$ cat src/rtl/core/lpfh_pkg.sv
`timescale 1ns / 1ps
// ----------------------------------------------------------------------------
// lpfh_pkg
// Shared types, codes and reset values for the three-LED indicator controller.
// ----------------------------------------------------------------------------
package lpfh_pkg;

    // Default widths for the time counter and the flash counters
    localparam int LPFH_TIME_WIDTH  = 32;
    localparam int LPFH_COUNT_WIDTH = 8;

    // Fixed field widths
    localparam int LPFH_ACTION_W = 3;
    localparam int LPFH_PULSE_W  = 16;
    localparam int LPFH_FCOUNT_W = 8;
    localparam int LPFH_CFG_IDX_W = 3;
    localparam int LPFH_CFG_DAT_W = 16;

    typedef enum logic [LPFH_ACTION_W-1:0] {
        ACT_TICK        = 3'd0,
        ACT_PULSE_RED   = 3'd1,
        ACT_PULSE_BLUE  = 3'd2,
        ACT_FLASH_RED   = 3'd3,
        ACT_FLASH_YEL   = 3'd4,
        ACT_SET_BOUND   = 3'd5,
        ACT_SET_PROV    = 3'd6,
        ACT_SET_STEADY  = 3'd7
    } t_action;

    // Register indexes
    localparam logic [LPFH_CFG_IDX_W-1:0] CFG_RED_ON      = 3'd0;
    localparam logic [LPFH_CFG_IDX_W-1:0] CFG_RED_OFF     = 3'd1;
    localparam logic [LPFH_CFG_IDX_W-1:0] CFG_YEL_ON      = 3'd2;
    localparam logic [LPFH_CFG_IDX_W-1:0] CFG_YEL_OFF     = 3'd3;
    localparam logic [LPFH_CFG_IDX_W-1:0] CFG_HB_PERIOD   = 3'd4;
    localparam logic [LPFH_CFG_IDX_W-1:0] CFG_HB_ON       = 3'd5;
    localparam logic [LPFH_CFG_IDX_W-1:0] CFG_START_DELAY = 3'd6;
    localparam logic [LPFH_CFG_IDX_W-1:0] CFG_QUEUE_LIMIT = 3'd7;

    // Register reset values
    localparam logic [15:0] RST_FLASH_MS  = 16'd100;
    localparam logic [15:0] RST_HB_PERIOD = 16'd2000;
    localparam logic [15:0] RST_HB_ON     = 16'd200;
    localparam logic [7:0]  RST_START_DLY = 8'd10;
    localparam logic [7:0]  RST_QUEUE_LIM = 8'd10;

    typedef struct packed {
        logic [15:0] red_on_ms;
        logic [15:0] red_off_ms;
        logic [15:0] yel_on_ms;
        logic [15:0] yel_off_ms;
        logic [15:0] hb_period_ms;
        logic [15:0] hb_on_ms;
        logic [7:0]  start_delay_ms;
        logic [7:0]  queue_limit;
    } t_cfg;

    // Flash machine step event towards the LED pins
    typedef struct packed {
        logic fire;     // machine changed the LED this beat
        logic level;    // new LED level when fire is set
    } t_flash_evt;

endpackage

$ cat src/rtl/core/led_pulse_flash_heartbeat_controller.sv
`timescale 1ns / 1ps
// ----------------------------------------------------------------------------
// led_pulse_flash_heartbeat_controller
// Red, yellow and blue LED controller: millisecond ticks and commands drive
// pulses, flash-N-times sequences, a provisioning heartbeat and mode flags.
// ----------------------------------------------------------------------------
//  Channel   | Handshake              | Payload
//  ----------+------------------------+-----------------------------------------
//  command   | i_valid / o_ready      | i_action, i_pulse_ms, i_flash_count, i_level
//  status    | o_valid / i_ready      | o_*_led, o_*_flashes_left, o_*_flag
//  config    | i_cfg_wr_en            | i_cfg_index, i_cfg_wdata
//
//  One beat per clock unless status stalls: a beat waits in the input register,
//  then its status lands in the output register. The input register refills
//  in the cycle it hands over, so a full rate stream runs without bubbles; a
//  stalled status register holds both stages. Synchronous active-low reset
//  clears valid bits and state, not payload data; config takes reset values.
// ----------------------------------------------------------------------------
module led_pulse_flash_heartbeat_controller #(
    parameter int TIME_WIDTH        = lpfh_pkg::LPFH_TIME_WIDTH,
    parameter int FLASH_COUNT_WIDTH = lpfh_pkg::LPFH_COUNT_WIDTH
) (
    input  logic                                i_clk,
    input  logic                                i_rst_n,
    input  logic                                i_valid,
    output logic                                o_ready,
    input  logic [lpfh_pkg::LPFH_ACTION_W-1:0]  i_action,
    input  logic [lpfh_pkg::LPFH_PULSE_W-1:0]   i_pulse_ms,
    input  logic [lpfh_pkg::LPFH_FCOUNT_W-1:0]  i_flash_count,
    input  logic                                i_level,
    output logic                                o_valid,
    input  logic                                i_ready,
    output logic                                o_red_led,
    output logic                                o_yellow_led,
    output logic                                o_blue_led,
    output logic [7:0]                          o_red_flashes_left,
    output logic [7:0]                          o_yellow_flashes_left,
    output logic                                o_bound_flag,
    output logic                                o_waiting_flag,
    output logic                                o_yellow_steady_flag,
    input  logic                                i_cfg_wr_en,
    input  logic [lpfh_pkg::LPFH_CFG_IDX_W-1:0] i_cfg_index,
    input  logic [lpfh_pkg::LPFH_CFG_DAT_W-1:0] i_cfg_wdata
);
    import lpfh_pkg::*;

    // input register
    logic                      r_in_valid;
    t_action                   r_action;
    logic [LPFH_PULSE_W-1:0]   r_pulse_ms;
    logic [LPFH_FCOUNT_W-1:0]  r_count;
    logic                      r_level;

    // state
    logic [TIME_WIDTH-1:0] r_now,      n_now;
    logic                  r_pin_r,    n_pin_r;
    logic                  r_pin_y,    n_pin_y;
    logic                  r_pin_b,    n_pin_b;
    logic                  r_red_act,  n_red_act;
    logic [TIME_WIDTH-1:0] r_red_dl,   n_red_dl;
    logic                  r_blu_act,  n_blu_act;
    logic [TIME_WIDTH-1:0] r_blu_dl,   n_blu_dl;
    logic [TIME_WIDTH-1:0] r_hb_last,  n_hb_last;
    logic                  r_bound,    n_bound;
    logic                  r_wait,     n_wait;
    logic                  r_steady,   n_steady;

    // output register
    logic       r_out_valid;
    logic       r_o_red, r_o_yel, r_o_blu;
    logic [7:0] r_o_rleft, r_o_yleft;
    logic       r_o_bound, r_o_wait, r_o_steady;

    t_cfg                          cfg;
    t_flash_evt                    red_evt, yel_evt;
    logic [FLASH_COUNT_WIDTH-1:0]  red_left_nx, yel_left_nx;
    logic [FLASH_COUNT_WIDTH+7:0]  red_left_ext, yel_left_ext;

    logic                  advance;
    logic                  is_tick;
    logic [TIME_WIDTH-1:0] t_use;
    logic [TIME_WIDTH-1:0] red_diff, blu_diff, hb_diff;
    logic                  red_expire, blu_expire, hb_fire;

    assign advance = r_in_valid && (!r_out_valid || i_ready);
    assign o_ready = !r_in_valid || advance;
    assign is_tick = (r_action == ACT_TICK);
    assign t_use   = is_tick ? (r_now + TIME_WIDTH'(1)) : r_now;

    assign red_diff   = t_use - r_red_dl;
    assign blu_diff   = t_use - r_blu_dl;
    assign hb_diff    = t_use - r_hb_last - TIME_WIDTH'(cfg.hb_period_ms);
    assign red_expire = r_red_act && !red_diff[TIME_WIDTH-1];
    assign blu_expire = r_blu_act && !blu_diff[TIME_WIDTH-1];
    assign hb_fire    = r_wait && !r_bound && !hb_diff[TIME_WIDTH-1];

    lpfh_cfg u_cfg (
        .i_clk       (i_clk),
        .i_rst_n     (i_rst_n),
        .i_cfg_wr_en (i_cfg_wr_en),
        .i_cfg_index (i_cfg_index),
        .i_cfg_wdata (i_cfg_wdata),
        .o_cfg       (cfg)
    );

    lpfh_flash #(
        .TIME_WIDTH        (TIME_WIDTH),
        .FLASH_COUNT_WIDTH (FLASH_COUNT_WIDTH)
    ) u_flash_red (
        .i_clk      (i_clk),
        .i_rst_n    (i_rst_n),
        .i_en       (advance),
        .i_tick     (is_tick),
        .i_req      (r_action == ACT_FLASH_RED),
        .i_time     (t_use),
        .i_count    (r_count),
        .i_on_ms    (cfg.red_on_ms),
        .i_off_ms   (cfg.red_off_ms),
        .i_delay_ms (cfg.start_delay_ms),
        .i_limit    (cfg.queue_limit),
        .o_evt      (red_evt),
        .o_left_nx  (red_left_nx)
    );

    lpfh_flash #(
        .TIME_WIDTH        (TIME_WIDTH),
        .FLASH_COUNT_WIDTH (FLASH_COUNT_WIDTH)
    ) u_flash_yel (
        .i_clk      (i_clk),
        .i_rst_n    (i_rst_n),
        .i_en       (advance),
        .i_tick     (is_tick),
        .i_req      (r_action == ACT_FLASH_YEL),
        .i_time     (t_use),
        .i_count    (r_count),
        .i_on_ms    (cfg.yel_on_ms),
        .i_off_ms   (cfg.yel_off_ms),
        .i_delay_ms (cfg.start_delay_ms),
        .i_limit    (cfg.queue_limit),
        .o_evt      (yel_evt),
        .o_left_nx  (yel_left_nx)
    );

    assign red_left_ext = {8'd0, red_left_nx};
    assign yel_left_ext = {8'd0, yel_left_nx};

    always_comb begin
        n_now     = r_now;
        n_pin_r   = r_pin_r;
        n_pin_y   = r_pin_y;
        n_pin_b   = r_pin_b;
        n_red_act = r_red_act;
        n_red_dl  = r_red_dl;
        n_blu_act = r_blu_act;
        n_blu_dl  = r_blu_dl;
        n_hb_last = r_hb_last;
        n_bound   = r_bound;
        n_wait    = r_wait;
        n_steady  = r_steady;
        if (advance) begin
            case (r_action)
                ACT_TICK: begin
                    n_now = t_use;
                    if (red_expire) begin
                        n_pin_r   = 1'b0;
                        n_red_act = 1'b0;
                    end
                    if (blu_expire) begin
                        n_blu_act = 1'b0;
                        if (!r_bound) begin
                            n_pin_b = 1'b0;
                        end
                    end
                    // flash steps override the pulse end on the same pin
                    if (red_evt.fire) begin
                        n_pin_r = red_evt.level;
                    end
                    if (yel_evt.fire) begin
                        n_pin_y = yel_evt.level;
                    end
                    if (hb_fire) begin
                        n_pin_b   = 1'b1;
                        n_blu_act = 1'b1;
                        n_blu_dl  = t_use + TIME_WIDTH'(cfg.hb_on_ms);
                        n_hb_last = t_use;
                    end
                end
                ACT_PULSE_RED: begin
                    n_pin_r   = 1'b1;
                    n_red_act = 1'b1;
                    n_red_dl  = r_now + TIME_WIDTH'(r_pulse_ms);
                end
                ACT_PULSE_BLUE: begin
                    n_pin_b   = 1'b1;
                    n_blu_act = 1'b1;
                    n_blu_dl  = r_now + TIME_WIDTH'(r_pulse_ms);
                end
                ACT_SET_BOUND: begin
                    n_bound = r_level;
                    n_pin_b = r_level;
                    n_wait  = !r_level;
                end
                ACT_SET_PROV: begin
                    n_wait = r_level;
                    if (r_level) begin
                        n_hb_last = r_now;
                    end
                end
                ACT_SET_STEADY: begin
                    n_steady = r_level;
                    n_pin_y  = r_level;
                end
                default: begin
                    // flash requests live in the flash machines
                end
            endcase
        end
    end

    always_ff @(posedge i_clk) begin
        if (!i_rst_n) begin
            r_in_valid <= 1'b0;
        end else if (o_ready) begin
            r_in_valid <= i_valid;
        end
    end

    always_ff @(posedge i_clk) begin
        if (o_ready && i_valid) begin
            r_action   <= t_action'(i_action);
            r_pulse_ms <= i_pulse_ms;
            r_count    <= i_flash_count;
            r_level    <= i_level;
        end
    end

    always_ff @(posedge i_clk) begin
        if (!i_rst_n) begin
            r_now     <= '0;
            r_pin_r   <= 1'b0;
            r_pin_y   <= 1'b0;
            r_pin_b   <= 1'b0;
            r_red_act <= 1'b0;
            r_red_dl  <= '0;
            r_blu_act <= 1'b0;
            r_blu_dl  <= '0;
            r_hb_last <= '0;
            r_bound   <= 1'b0;
            r_wait    <= 1'b0;
            r_steady  <= 1'b0;
        end else begin
            r_now     <= n_now;
            r_pin_r   <= n_pin_r;
            r_pin_y   <= n_pin_y;
            r_pin_b   <= n_pin_b;
            r_red_act <= n_red_act;
            r_red_dl  <= n_red_dl;
            r_blu_act <= n_blu_act;
            r_blu_dl  <= n_blu_dl;
            r_hb_last <= n_hb_last;
            r_bound   <= n_bound;
            r_wait    <= n_wait;
            r_steady  <= n_steady;
        end
    end

    always_ff @(posedge i_clk) begin
        if (!i_rst_n) begin
            r_out_valid <= 1'b0;
        end else if (advance) begin
            r_out_valid <= 1'b1;
        end else if (i_ready) begin
            r_out_valid <= 1'b0;
        end
    end

    always_ff @(posedge i_clk) begin
        if (advance) begin
            r_o_red    <= n_pin_r;
            r_o_yel    <= n_pin_y;
            r_o_blu    <= n_pin_b;
            r_o_rleft  <= red_left_ext[7:0];
            r_o_yleft  <= yel_left_ext[7:0];
            r_o_bound  <= n_bound;
            r_o_wait   <= n_wait;
            r_o_steady <= n_steady;
        end
    end

    assign o_valid               = r_out_valid;
    assign o_red_led             = r_o_red;
    assign o_yellow_led          = r_o_yel;
    assign o_blue_led            = r_o_blu;
    assign o_red_flashes_left    = r_o_rleft;
    assign o_yellow_flashes_left = r_o_yleft;
    assign o_bound_flag          = r_o_bound;
    assign o_waiting_flag        = r_o_wait;
    assign o_yellow_steady_flag  = r_o_steady;

    a_status_follows: assert property (@(posedge i_clk) disable iff (!i_rst_n)
        advance |=> o_valid)
        else $error("status beat missing after hand-over");

    a_time_hold: assert property (@(posedge i_clk) disable iff (!i_rst_n)
        (advance && !is_tick) |=> (r_now == $past(r_now)))
        else $error("time moved on a command beat");

    a_time_step: assert property (@(posedge i_clk) disable iff (!i_rst_n)
        (advance && is_tick) |=> (r_now == $past(r_now) + TIME_WIDTH'(1)))
        else $error("time did not step on a tick");

    a_in_hold: assert property (@(posedge i_clk) disable iff (!i_rst_n)
        (r_in_valid && !advance) |=> (r_in_valid && $stable(r_action)))
        else $error("held command beat lost");

endmodule

$ cat src/rtl/core/lpfh_cfg.sv
`timescale 1ns / 1ps
// ----------------------------------------------------------------------------
// lpfh_cfg
// Configuration register bank with write port and reset values.
// ----------------------------------------------------------------------------
module lpfh_cfg (
    input  logic                                 i_clk,
    input  logic                                 i_rst_n,
    input  logic                                 i_cfg_wr_en,
    input  logic [lpfh_pkg::LPFH_CFG_IDX_W-1:0]  i_cfg_index,
    input  logic [lpfh_pkg::LPFH_CFG_DAT_W-1:0]  i_cfg_wdata,
    output lpfh_pkg::t_cfg                       o_cfg
);
    import lpfh_pkg::*;

    t_cfg r_cfg;
    t_cfg n_cfg;

    always_comb begin
        n_cfg = r_cfg;
        if (i_cfg_wr_en) begin
            case (i_cfg_index)
                CFG_RED_ON:      n_cfg.red_on_ms      = i_cfg_wdata;
                CFG_RED_OFF:     n_cfg.red_off_ms     = i_cfg_wdata;
                CFG_YEL_ON:      n_cfg.yel_on_ms      = i_cfg_wdata;
                CFG_YEL_OFF:     n_cfg.yel_off_ms     = i_cfg_wdata;
                CFG_HB_PERIOD:   n_cfg.hb_period_ms   = i_cfg_wdata;
                CFG_HB_ON:       n_cfg.hb_on_ms       = i_cfg_wdata;
                CFG_START_DELAY: n_cfg.start_delay_ms = i_cfg_wdata[7:0];
                CFG_QUEUE_LIMIT: n_cfg.queue_limit    = i_cfg_wdata[7:0];
                default:         n_cfg = r_cfg;
            endcase
        end
    end

    always_ff @(posedge i_clk) begin
        if (!i_rst_n) begin
            r_cfg.red_on_ms      <= RST_FLASH_MS;
            r_cfg.red_off_ms     <= RST_FLASH_MS;
            r_cfg.yel_on_ms      <= RST_FLASH_MS;
            r_cfg.yel_off_ms     <= RST_FLASH_MS;
            r_cfg.hb_period_ms   <= RST_HB_PERIOD;
            r_cfg.hb_on_ms       <= RST_HB_ON;
            r_cfg.start_delay_ms <= RST_START_DLY;
            r_cfg.queue_limit    <= RST_QUEUE_LIM;
        end else begin
            r_cfg <= n_cfg;
        end
    end

    assign o_cfg = r_cfg;

endmodule

$ cat src/rtl/core/lpfh_flash.sv
`timescale 1ns / 1ps
// ----------------------------------------------------------------------------
// lpfh_flash
// Flash-N-times machine: queued count, due time and lit phase for one LED.
// ----------------------------------------------------------------------------
module lpfh_flash #(
    parameter int TIME_WIDTH        = lpfh_pkg::LPFH_TIME_WIDTH,
    parameter int FLASH_COUNT_WIDTH = lpfh_pkg::LPFH_COUNT_WIDTH
) (
    input  logic                                i_clk,
    input  logic                                i_rst_n,
    input  logic                                i_en,
    input  logic                                i_tick,
    input  logic                                i_req,
    input  logic [TIME_WIDTH-1:0]               i_time,
    input  logic [lpfh_pkg::LPFH_FCOUNT_W-1:0]  i_count,
    input  logic [15:0]                         i_on_ms,
    input  logic [15:0]                         i_off_ms,
    input  logic [7:0]                          i_delay_ms,
    input  logic [7:0]                          i_limit,
    output lpfh_pkg::t_flash_evt                o_evt,
    output logic [FLASH_COUNT_WIDTH-1:0]        o_left_nx
);
    import lpfh_pkg::*;

    localparam int SW = ((FLASH_COUNT_WIDTH > LPFH_FCOUNT_W) ?
                         FLASH_COUNT_WIDTH : LPFH_FCOUNT_W) + 1;
    localparam logic [SW-1:0] CNT_MAX = SW'((1 << FLASH_COUNT_WIDTH) - 1);

    logic [FLASH_COUNT_WIDTH-1:0] r_left, n_left;
    logic [TIME_WIDTH-1:0]        r_due,  n_due;
    logic                         r_lit,  n_lit;

    logic [TIME_WIDTH-1:0] due_diff;
    logic                  step;
    logic [SW-1:0]         sum;
    logic [SW-1:0]         sat;

    // wrap-safe: due reached when (time - due) is non-negative
    assign due_diff = i_time - r_due;
    assign step     = i_tick && (r_left != '0) && !due_diff[TIME_WIDTH-1];

    always_comb begin
        sum = SW'(r_left) + SW'(i_count);
        sat = sum;
        if (sat > SW'(i_limit)) begin
            sat = SW'(i_limit);
        end
        if (sat > CNT_MAX) begin
            sat = CNT_MAX;
        end
    end

    always_comb begin
        n_left = r_left;
        n_due  = r_due;
        n_lit  = r_lit;
        if (i_en) begin
            if (step) begin
                if (!r_lit) begin
                    n_lit = 1'b1;
                    n_due = i_time + TIME_WIDTH'(i_on_ms);
                end else begin
                    n_lit  = 1'b0;
                    n_left = r_left - FLASH_COUNT_WIDTH'(1);
                    if (r_left != FLASH_COUNT_WIDTH'(1)) begin
                        n_due = i_time + TIME_WIDTH'(i_off_ms);
                    end
                end
            end else if (i_req) begin
                if (r_left == '0) begin
                    n_left = (SW'(i_count) > CNT_MAX) ? '1 : FLASH_COUNT_WIDTH'(i_count);
                    n_due  = i_time + TIME_WIDTH'(i_delay_ms);
                    n_lit  = 1'b0;
                end else begin
                    n_left = FLASH_COUNT_WIDTH'(sat);
                end
            end
        end
    end

    always_ff @(posedge i_clk) begin
        if (!i_rst_n) begin
            r_left <= '0;
            r_due  <= '0;
            r_lit  <= 1'b0;
        end else begin
            r_left <= n_left;
            r_due  <= n_due;
            r_lit  <= n_lit;
        end
    end

    assign o_evt.fire  = step;
    assign o_evt.level = !r_lit;
    assign o_left_nx   = n_left;

endmodule

$ cat config.mk
export PLATFORM = sky130hd
export DESIGN_NAME = led_pulse_flash_heartbeat_controller
export DESIGN_NICKNAME = d
export VERILOG_FILES = /design/src/rtl/core/lpfh_pkg.sv /design/src/rtl/core/led_pulse_flash_heartbeat_controller.sv /design/src/rtl/core/lpfh_cfg.sv /design/src/rtl/core/lpfh_flash.sv
export SDC_FILE = /design/constraint.sdc
export NUM_CORES = 1
export LEC_CHECK = 0
export ABC_CLOCK_PERIOD_IN_PS = 13300
export BUFFER_PORTS_ARGS = -buffer_cell sky130_fd_sc_hd__buf_2
export CORE_UTILIZATION = 59
export CTS_BUF_LIST = sky130_fd_sc_hd__clkbuf_16
export DETAILED_ROUTE_END_ITERATION = 6
export GPL_ROUTABILITY_DRIVEN = 0
export HOLD_SLACK_MARGIN = 0.03
export PLACE_DENSITY = 0.84
export SLEW_MARGIN = 5
export SYNTH_ARGS = -nofsm -noshare
export SYNTH_HDL_FRONTEND = slang
export SYNTH_SLANG_ARGS = --single-unit
$ cat constraint.sdc
create_clock -name i_clk -period 13.3 [get_ports i_clk]
set_clock_uncertainty 0.05 [all_clocks]
set_input_delay 0.665 -clock i_clk [delete_from_list [all_inputs] [get_ports i_clk]]
set_output_delay 0.665 -clock i_clk [all_outputs]
set_load 0.1 [all_outputs]
=== Word-level counts from Yosys, hierarchy flattened ===
Cells that the tools add are included.

* Register bits: 382
* Output and inout port bits: 24
* Input bits: 52
* Logic and storage cells: 202

* Reduce and logical (&&, ||, !) cells: 55
* Equal/unequal tests: 22
* Mux-type cells: 63
* $add $sub $neg: 18
* $lt $le $gt $ge: 4

{| class="wikitable"
|+ Operator list
! kind !! number
|-
| 2-to-1 mux 32 bit || 14
|-
| adder 32 x 16 -> 32 bit || 6
|-
| subtractor 32 bit || 5
|-
| case mux 32 bit (2 select lines) || 2
|-
| 2-to-1 mux 8 bit || 12
|-
| adder 32 x 1 -> 32 bit (second input constant) || 1
|-
| adder 32 x 8 -> 32 bit || 1
|-
| subtractor 32 x 16 -> 32 bit || 1
|-
| 2-to-1 mux 1 bit || 27
|-
| == test 3 bit (second input constant) || 8
|-
| AND reduction 2 bit || 10
|-
| adder 8 x 8 -> 9 bit || 2
|-
| greater-than comparator 9 x 8 -> 1 bit || 2
|-
| greater-than comparator 9 x 8 -> 1 bit (second input constant) || 2
|-
| 2-to-1 mux 9 bit || 2
|-
| zero test 8 bit || 2
|-
| inequality test 8 x 1 -> 1 bit (second input constant) || 2
|-
| nonzero test 2 bit || 8
|-
| nonzero test 8 bit || 2
|-
| subtractor 8 x 1 -> 8 bit (second input constant) || 2
|-
| AND reduction 3 bit || 5
|-
| == test 3 x 2 -> 1 bit (second input constant) || 4
|-
| AND reduction 4 bit || 3
|-
| zero test 1 bit || 11
|-
| other kinds (10) || 28
|}

=== Logic depth before layout (Yosys ltp) ===
* Word-level depth: 9
* Depth in mapped cells: 22
* Gate-level depth less buffers: 19

=== Hierarchy ===
Synthesis repeated with hierarchy kept, for this count alone.

* Cell total of the unflattened synthesis: 3167
* Area total of the unflattened synthesis: 26895.8 sq um

{| class="wikitable"
|+ By module, submodules not included
! module !! cells each !! times used !! area an instance (sq um) !! sequential area each (sq um)
|-
| led_pulse_flash_heartbeat_controller || 1517 || 1 || 13163.9 || 4264.1
|-
| lpfh_flash (u_flash_red) || 654 || 1 || 4872.2 || 820.8
|-
| lpfh_flash (u_flash_yel) || 598 || 1 || 4683.2 || 820.8
|-
| lpfh_cfg || 398 || 1 || 4176.5 || 2242.2
|}

=== Worst setup path before layout ===
OpenSTA, ideal clock, no wires.

* Path kind: register -> register
* Start: reg r_action[2]
* End: reg r_blu_dl[23]
* Slack: 7661 ps
* Library setup time: 119 ps
* Arrival time: 5470 ps
* Path buffers: 2
* Period minus slack after synthesis: 5639 ps
* Cell stages (with the launch flop): 19
* Data required time: 13131 ps
* Path through: edfxtp_1 > buf_6 > or4b_4 > nor2_1 > nand3_1 > xnor2_1 > fa_1 > ha_1 > or4_1 > a221o_1 > a31oi_1 > o221ai_1 > a211o_1 > a221o_1 > xnor2_1 > o31ai_4 > buf_2 > o21ai_0 > o221a_2

* Longest elaborated chain between the ends: 8
* Elaborated cells on any way between the ends: 13

{| class="wikitable"
|+ RTL lines
! element !! RTL line !! source
|-
| from (decl) || led_pulse_flash_heartbeat_controller.sv:49 || <nowiki>t_action r_action;</nowiki>
|-
| from (signal assigned) || led_pulse_flash_heartbeat_controller.sv:230 || <nowiki>r_action <= t_action'(i_action);</nowiki>
|-
| zero test 3 bit (*) || led_pulse_flash_heartbeat_controller.sv:87 || <nowiki>assign is_tick = (r_action == ACT_TICK);</nowiki>
|-
| 2-to-1 mux 32 bit (*) || led_pulse_flash_heartbeat_controller.sv:88 || <nowiki>assign t_use = is_tick ? (r_now + TIME_WIDTH'(1)) : r_now;</nowiki>
|-
| net t_use[5] || led_pulse_flash_heartbeat_controller.sv:81 || <nowiki>logic [TIME_WIDTH-1:0] t_use;</nowiki>
|-
| subtractor 32 bit || led_pulse_flash_heartbeat_controller.sv:92 || <nowiki>assign hb_diff = t_use - r_hb_last - TIME_WIDTH'(cfg.hb_period_ms);</nowiki>
|-
| subtractor 32 x 16 -> 32 bit || led_pulse_flash_heartbeat_controller.sv:92 ||
|-
| zero test 1 bit || led_pulse_flash_heartbeat_controller.sv:95 || <nowiki>assign hb_fire = r_wait && !r_bound && !hb_diff[TIME_WIDTH-1];</nowiki>
|-
| logical AND 1 bit || led_pulse_flash_heartbeat_controller.sv:95 ||
|-
| inequality test 2 x 1 -> 1 bit (no line) || n/a ||
|-
| AND reduction 3 bit (no line) || n/a ||
|-
| to (signal assigned) || led_pulse_flash_heartbeat_controller.sv:259 || <nowiki>r_blu_dl <= n_blu_dl;</nowiki>
|-
| to (decl) || led_pulse_flash_heartbeat_controller.sv:62 || <nowiki>logic [TIME_WIDTH-1:0] r_blu_dl, n_blu_dl;</nowiki>
|}

The timed path passes the listed nets; every way through them passes the cells marked *. The select of a mux whose other input is x is not followed.
A chain may end at the register's enable or synchronous reset.

=== Worst setup path in the final report ===
* Start: reg r_action[2]
* End: reg r_hb_last[11]

* Longest elaborated chain between the ends: 8
* Elaborated cells on any way between the ends: 13

{| class="wikitable"
|+ RTL lines
! element !! RTL line !! source
|-
| zero test 3 bit || led_pulse_flash_heartbeat_controller.sv:87 ||
|-
| 2-to-1 mux 32 bit || led_pulse_flash_heartbeat_controller.sv:88 ||
|-
| net t_use[5] || led_pulse_flash_heartbeat_controller.sv:81 ||
|-
| subtractor 32 bit || led_pulse_flash_heartbeat_controller.sv:92 ||
|-
| subtractor 32 x 16 -> 32 bit || led_pulse_flash_heartbeat_controller.sv:92 ||
|-
| zero test 1 bit || led_pulse_flash_heartbeat_controller.sv:95 ||
|-
| logical AND 1 bit || led_pulse_flash_heartbeat_controller.sv:95 ||
|-
| inequality test 2 x 1 -> 1 bit (no line) || n/a ||
|-
| AND reduction 4 bit (no line) || n/a ||
|-
| to (signal assigned) || led_pulse_flash_heartbeat_controller.sv:260 || <nowiki>r_hb_last <= n_hb_last;</nowiki>
|-
| to (decl) || led_pulse_flash_heartbeat_controller.sv:63 || <nowiki>logic [TIME_WIDTH-1:0] r_hb_last, n_hb_last;</nowiki>
|}

The timed path passes the listed nets, and every way through them passes these cells. The select of a mux whose other input is x is not followed.

==> results.md <==
* Synth Register Bits at 382
* Reg power frac at 45.6%
* Average size of a mapped cell at 8.13 µm²
* CTS tree: yes
* Failing checks: DRC
* First-pass GRT wire length at 127 mm
* Bufs on Longest Clock Path at 3
* DRT antenna net count at 0
* Hold Path Origin: i_flash_count[1]
* Pre-antenna DRT Iters at 7
* Cell variety after synth at 100
* Syn_nets at about 3600
* Starting Density at 60.2%
* CP required at ~14 ns
* Layout cells sized above 1 at 8.08%
* Fillers at ~3500
* Mux share of post-synthesis cell area at 2.77%
* Routed WL at 80.9 mm
* Nets at 3564
* Power density over cell area at 94.6 mW/mm²
* DRC at 1
* I/O pin cnt at 76
* CTS root buf: clkbuf_16
* Max Fanout on Critical Path at 40
* Commonest non-fill, non-tap cells in the layout: nand2_1, dfxtp_1, ha_1, nor2_1, inv_1
* Gate Count Post-Synth at 3220
* Post-synth EDFFs at 50
* Compound-Gate Fraction of Synth Area at between 10% and 20%
* Worst setup EP type: flop
* Largest family of logic cells by synthesized area: simple AND/OR/NAND/NOR gates
* Buf+Inv Stages, Crit Path at 2
* CP Cell Sequence: or4b_4 > nor2_1 > nand3_1 > xnor2_1 > buf_4 > fa_1 > ha_1 > or4_1 > a221o_1 > a31oi_1 > o221ai_1 > a211o_1 > a221o_1 > mux2i_1 > a21boi_4 > buf_4 > nor2_1 > a211oi_1
* Maxcap violations at 0
* Hold path depth at 1
* TritonCTS buffer count at 42
* Critical-path top delay cell: xnor2_1
* Multi-input logic area at approximately 0.016 mm²
* CTS Hold Buffers Added at 0
* Top cells by area, synth: dfxtp_1, ha_1, nand2_1, edfxtp_1, a21oi_1
* CP startpoint kind: flop
* Initial antenna violation count at 1
* Setup Viol. Count Final at 0
* Slew at the pin closest to its max-slew limit at 1.30 ns
* Clk slew on worst S/H paths at 0.07 ns
* Die height at 213 µm
* Relative slew slack at 13.3%
* Clock sink count at 382
* Top delay family on crit path: compound AO/OA/AOI/OAI gates
* Synth Warn # at 0
* Initial drt markers at 2786
* Hold violation total from the final report at 0
* Die width at 213 µm
* DR WL/cell at 21.1 µm
* Max incr delay on CP at 0.83 ns
* Crit Path Category: flop to flop
* H-tree Lvls at 2
* Int Pwr at around 1.9 mW
* Design Area, Final at 0.0282 mm²
* Post-CTS Setup Bufs at 0
* Synth top area share at 25.4%
* Num rows at 76
* Core footprint at between 0.04 and 0.05 mm²
* DP Area at around 0.027 mm²
* Register area share after synthesis at a little under a third
* Switching portion of total power at 27.0%
* Ys async rst share at 0%
* Peak VDD IR at 0.0926 mV
* Port bufs at 75
* Max-slew violations at 0
* Simple-gate share of the synthesized area at 19.9%
* Register area at 0.00815 mm²
* Post-synth top area cell: dfxtp_1
* Post-Synth Adder-Cell Area at 14.9%
* All-Layer GR Usage at 35.7%
* Post-Synth XOR/XNOR Area at roughly 5.7%
* Clock group share of total power at 43.5%
* RSZ-0062 raised after global routing: no
* Status: finished with violations
* P&R area growth vs syn at 7.84%
* Vias in the first global route at about 24000
* Vias at 24822
* Post-CTS sizing at 0
* Commonest non-fill, non-tap cell in the layout: nand2_1
* Top FF cell, synth: dfxtp_1
* DP Cell Count at 3754
* Hold Crit Class: primary input to flop
* Worst skew pair latency at 0.59 ns
* Worst R2R Start: r_action[2]$_DFFE_PP_
* Grt ovf at 0
* Post-detail-place hpwl at 58.7 mm
* Reg2Reg Setup Slack at about 6 ns
* Final Instance Count excl. Fillers at approximately 3800
* Final core occ at 64.9%
* Largest net degree at the start of global routing at 182
* Synth Cell Area at 0.0262 mm²
* Min Tclk post-route at ~7.2 ns
* Reg2reg end: r_hb_last[11]$_SDFFE_PN0P_
* Reg2Reg Depth at 18
* Leakage power total at ~12 nW
* Comb pwr share at between 10% and 20%
* Switching power at 0.720 mW
* Setup TNS at 0 ns
* Fmax at 139 MHz
* Vias per cell at 6.48
* Die area at 0.0452 mm²
* WP data arrival at 7.60 ns
* Tcrit/Tclk final at 53.9%
* Hold endpoint: r_count[1]$_DFFE_PP_
[routing by layer]
layer	up-vias	wire, µm	GRT usage (%)
li1	11383	-	-
met1	11572	30300	43.8
met2	1495	36200	57.6
met3	372	8660	6.50
met4	0	5630	23.2
met5	-	0	0
[kinds of logic after synthesis]
kind of cell / Yosys count
mux: 66
compound gates: 789
simple gates: 1106
flops: 382
xor+xnor: 163
buf+inv: 415
fa+ha+maj: 299
[worst register-to-register path: stages, from the launching register on]
cell	delay (ns)
edfxtp_1	0.68
or4b_4	0.70
nor2_1	0.32
nand3_1	0.14
xnor2_1	0.83
buf_4	0.29
fa_1	0.43
ha_1	0.22
or4_1	0.55
a221o_1	0.28
a31oi_1	0.14
o221ai_1	0.21
a211o_1	0.30
a221o_1	0.36
mux2i_1	0.17
a21boi_4	0.56
buf_4	0.49
nor2_1	0.09
a211oi_1	0.26
[cell usage after synthesis (9+ instances only)]
master    count
mux2i_1      26
edfxtp_1     50
clkbuf_1    110
and4_1       14
and3_1       23
o211ai_1     22
a221oi_1     10
a211oi_1    109
xnor2_1     103
buf_2        24
mux2_2       38
fa_1         21
o21ai_0     146
or3_1        38
xor2_1       55
nor4_1       14
or4_1        12
nand4_1      50
o221a_2      10
inv_1       254
nand3_1      99
a31oi_1      22
nand2_1     407
nand2b_1     21
a211o_1       9
o31ai_1       9
a311oi_1     10
o21bai_1     11
o311ai_0     14
dfxtp_1     332
ha_1        278
buf_1        10
o21a_1       18
a21o_1       59
and2_1       35
nor2_1      276
a21oi_1     260
nor3_1       54
nor2b_1      20
[power by group through the flow]
stage	Sequential, mW	Clock, mW	Combinational [mW]
after global placement	1.24	0	0.268
after global routing	1.22	1.21	0.313
after CTS	1.22	1.16	0.283
final	1.22	1.16	0.291
after detailed placement	1.24	0	0.279
after floorplan	1.25	0	0.182
[per-stage QoR]
stage,hold slack [ns],setup slack [ns],power (mW)
detailed placement,0.393,6.28,1.52
finish,0.191,6.13,2.67
global route,0.188,5.84,2.74
floorplan,0.382,7.66,1.44
CTS,0.182,6.24,2.66
global placement,0.388,6.54,1.51
[area by class of cell]
class	instances	share of cell area, %
inverter	257	3.44
clock buffer	43	3.81
clock inverter	30	0.860
multi-input combinational	2423	58.2
antenna	1	0.00887
sequential	382	28.9
timing repair buffer	107	2.18
tap	585	2.59
[registers in the layout, summed over array words and instances, names as in the netlist, 16 cells and up]
name,flops
r_hb_last,32
u_flash_red.r_due,32
r_blu_dl,32
u_flash_yel.r_due,32
r_now,32
r_pulse_ms,16
r_red_dl,32
u_cfg.o_cfg,112
[how the worst max path moves through the flow]
stage	end	slack, ns	startpoint	depth (start not counted)
3_3_place_gp	r_hb_last[25]$_SDFFE_PN0P_	6.54	r_action[2]$_DFFE_PP_	18
4_1_cts	r_hb_last[11]$_SDFFE_PN0P_	6.24	r_action[2]$_DFFE_PP_	18
2_1_floorplan	r_blu_dl[23]$_SDFFE_PN0P_	7.66	r_action[2]$_DFFE_PP_	18
6_report	r_hb_last[11]$_SDFFE_PN0P_	6.13	r_action[2]$_DFFE_PP_	18
3_5_place_dp	r_hb_last[30]$_SDFFE_PN0P_	6.28	r_action[2]$_DFFE_PP_	18
5_1_grt	r_hb_last[31]$_SDFFE_PN0P_	5.84	r_action[2]$_DFFE_PP_	18
No activity file was read; power rests on OpenSTA's default activity.
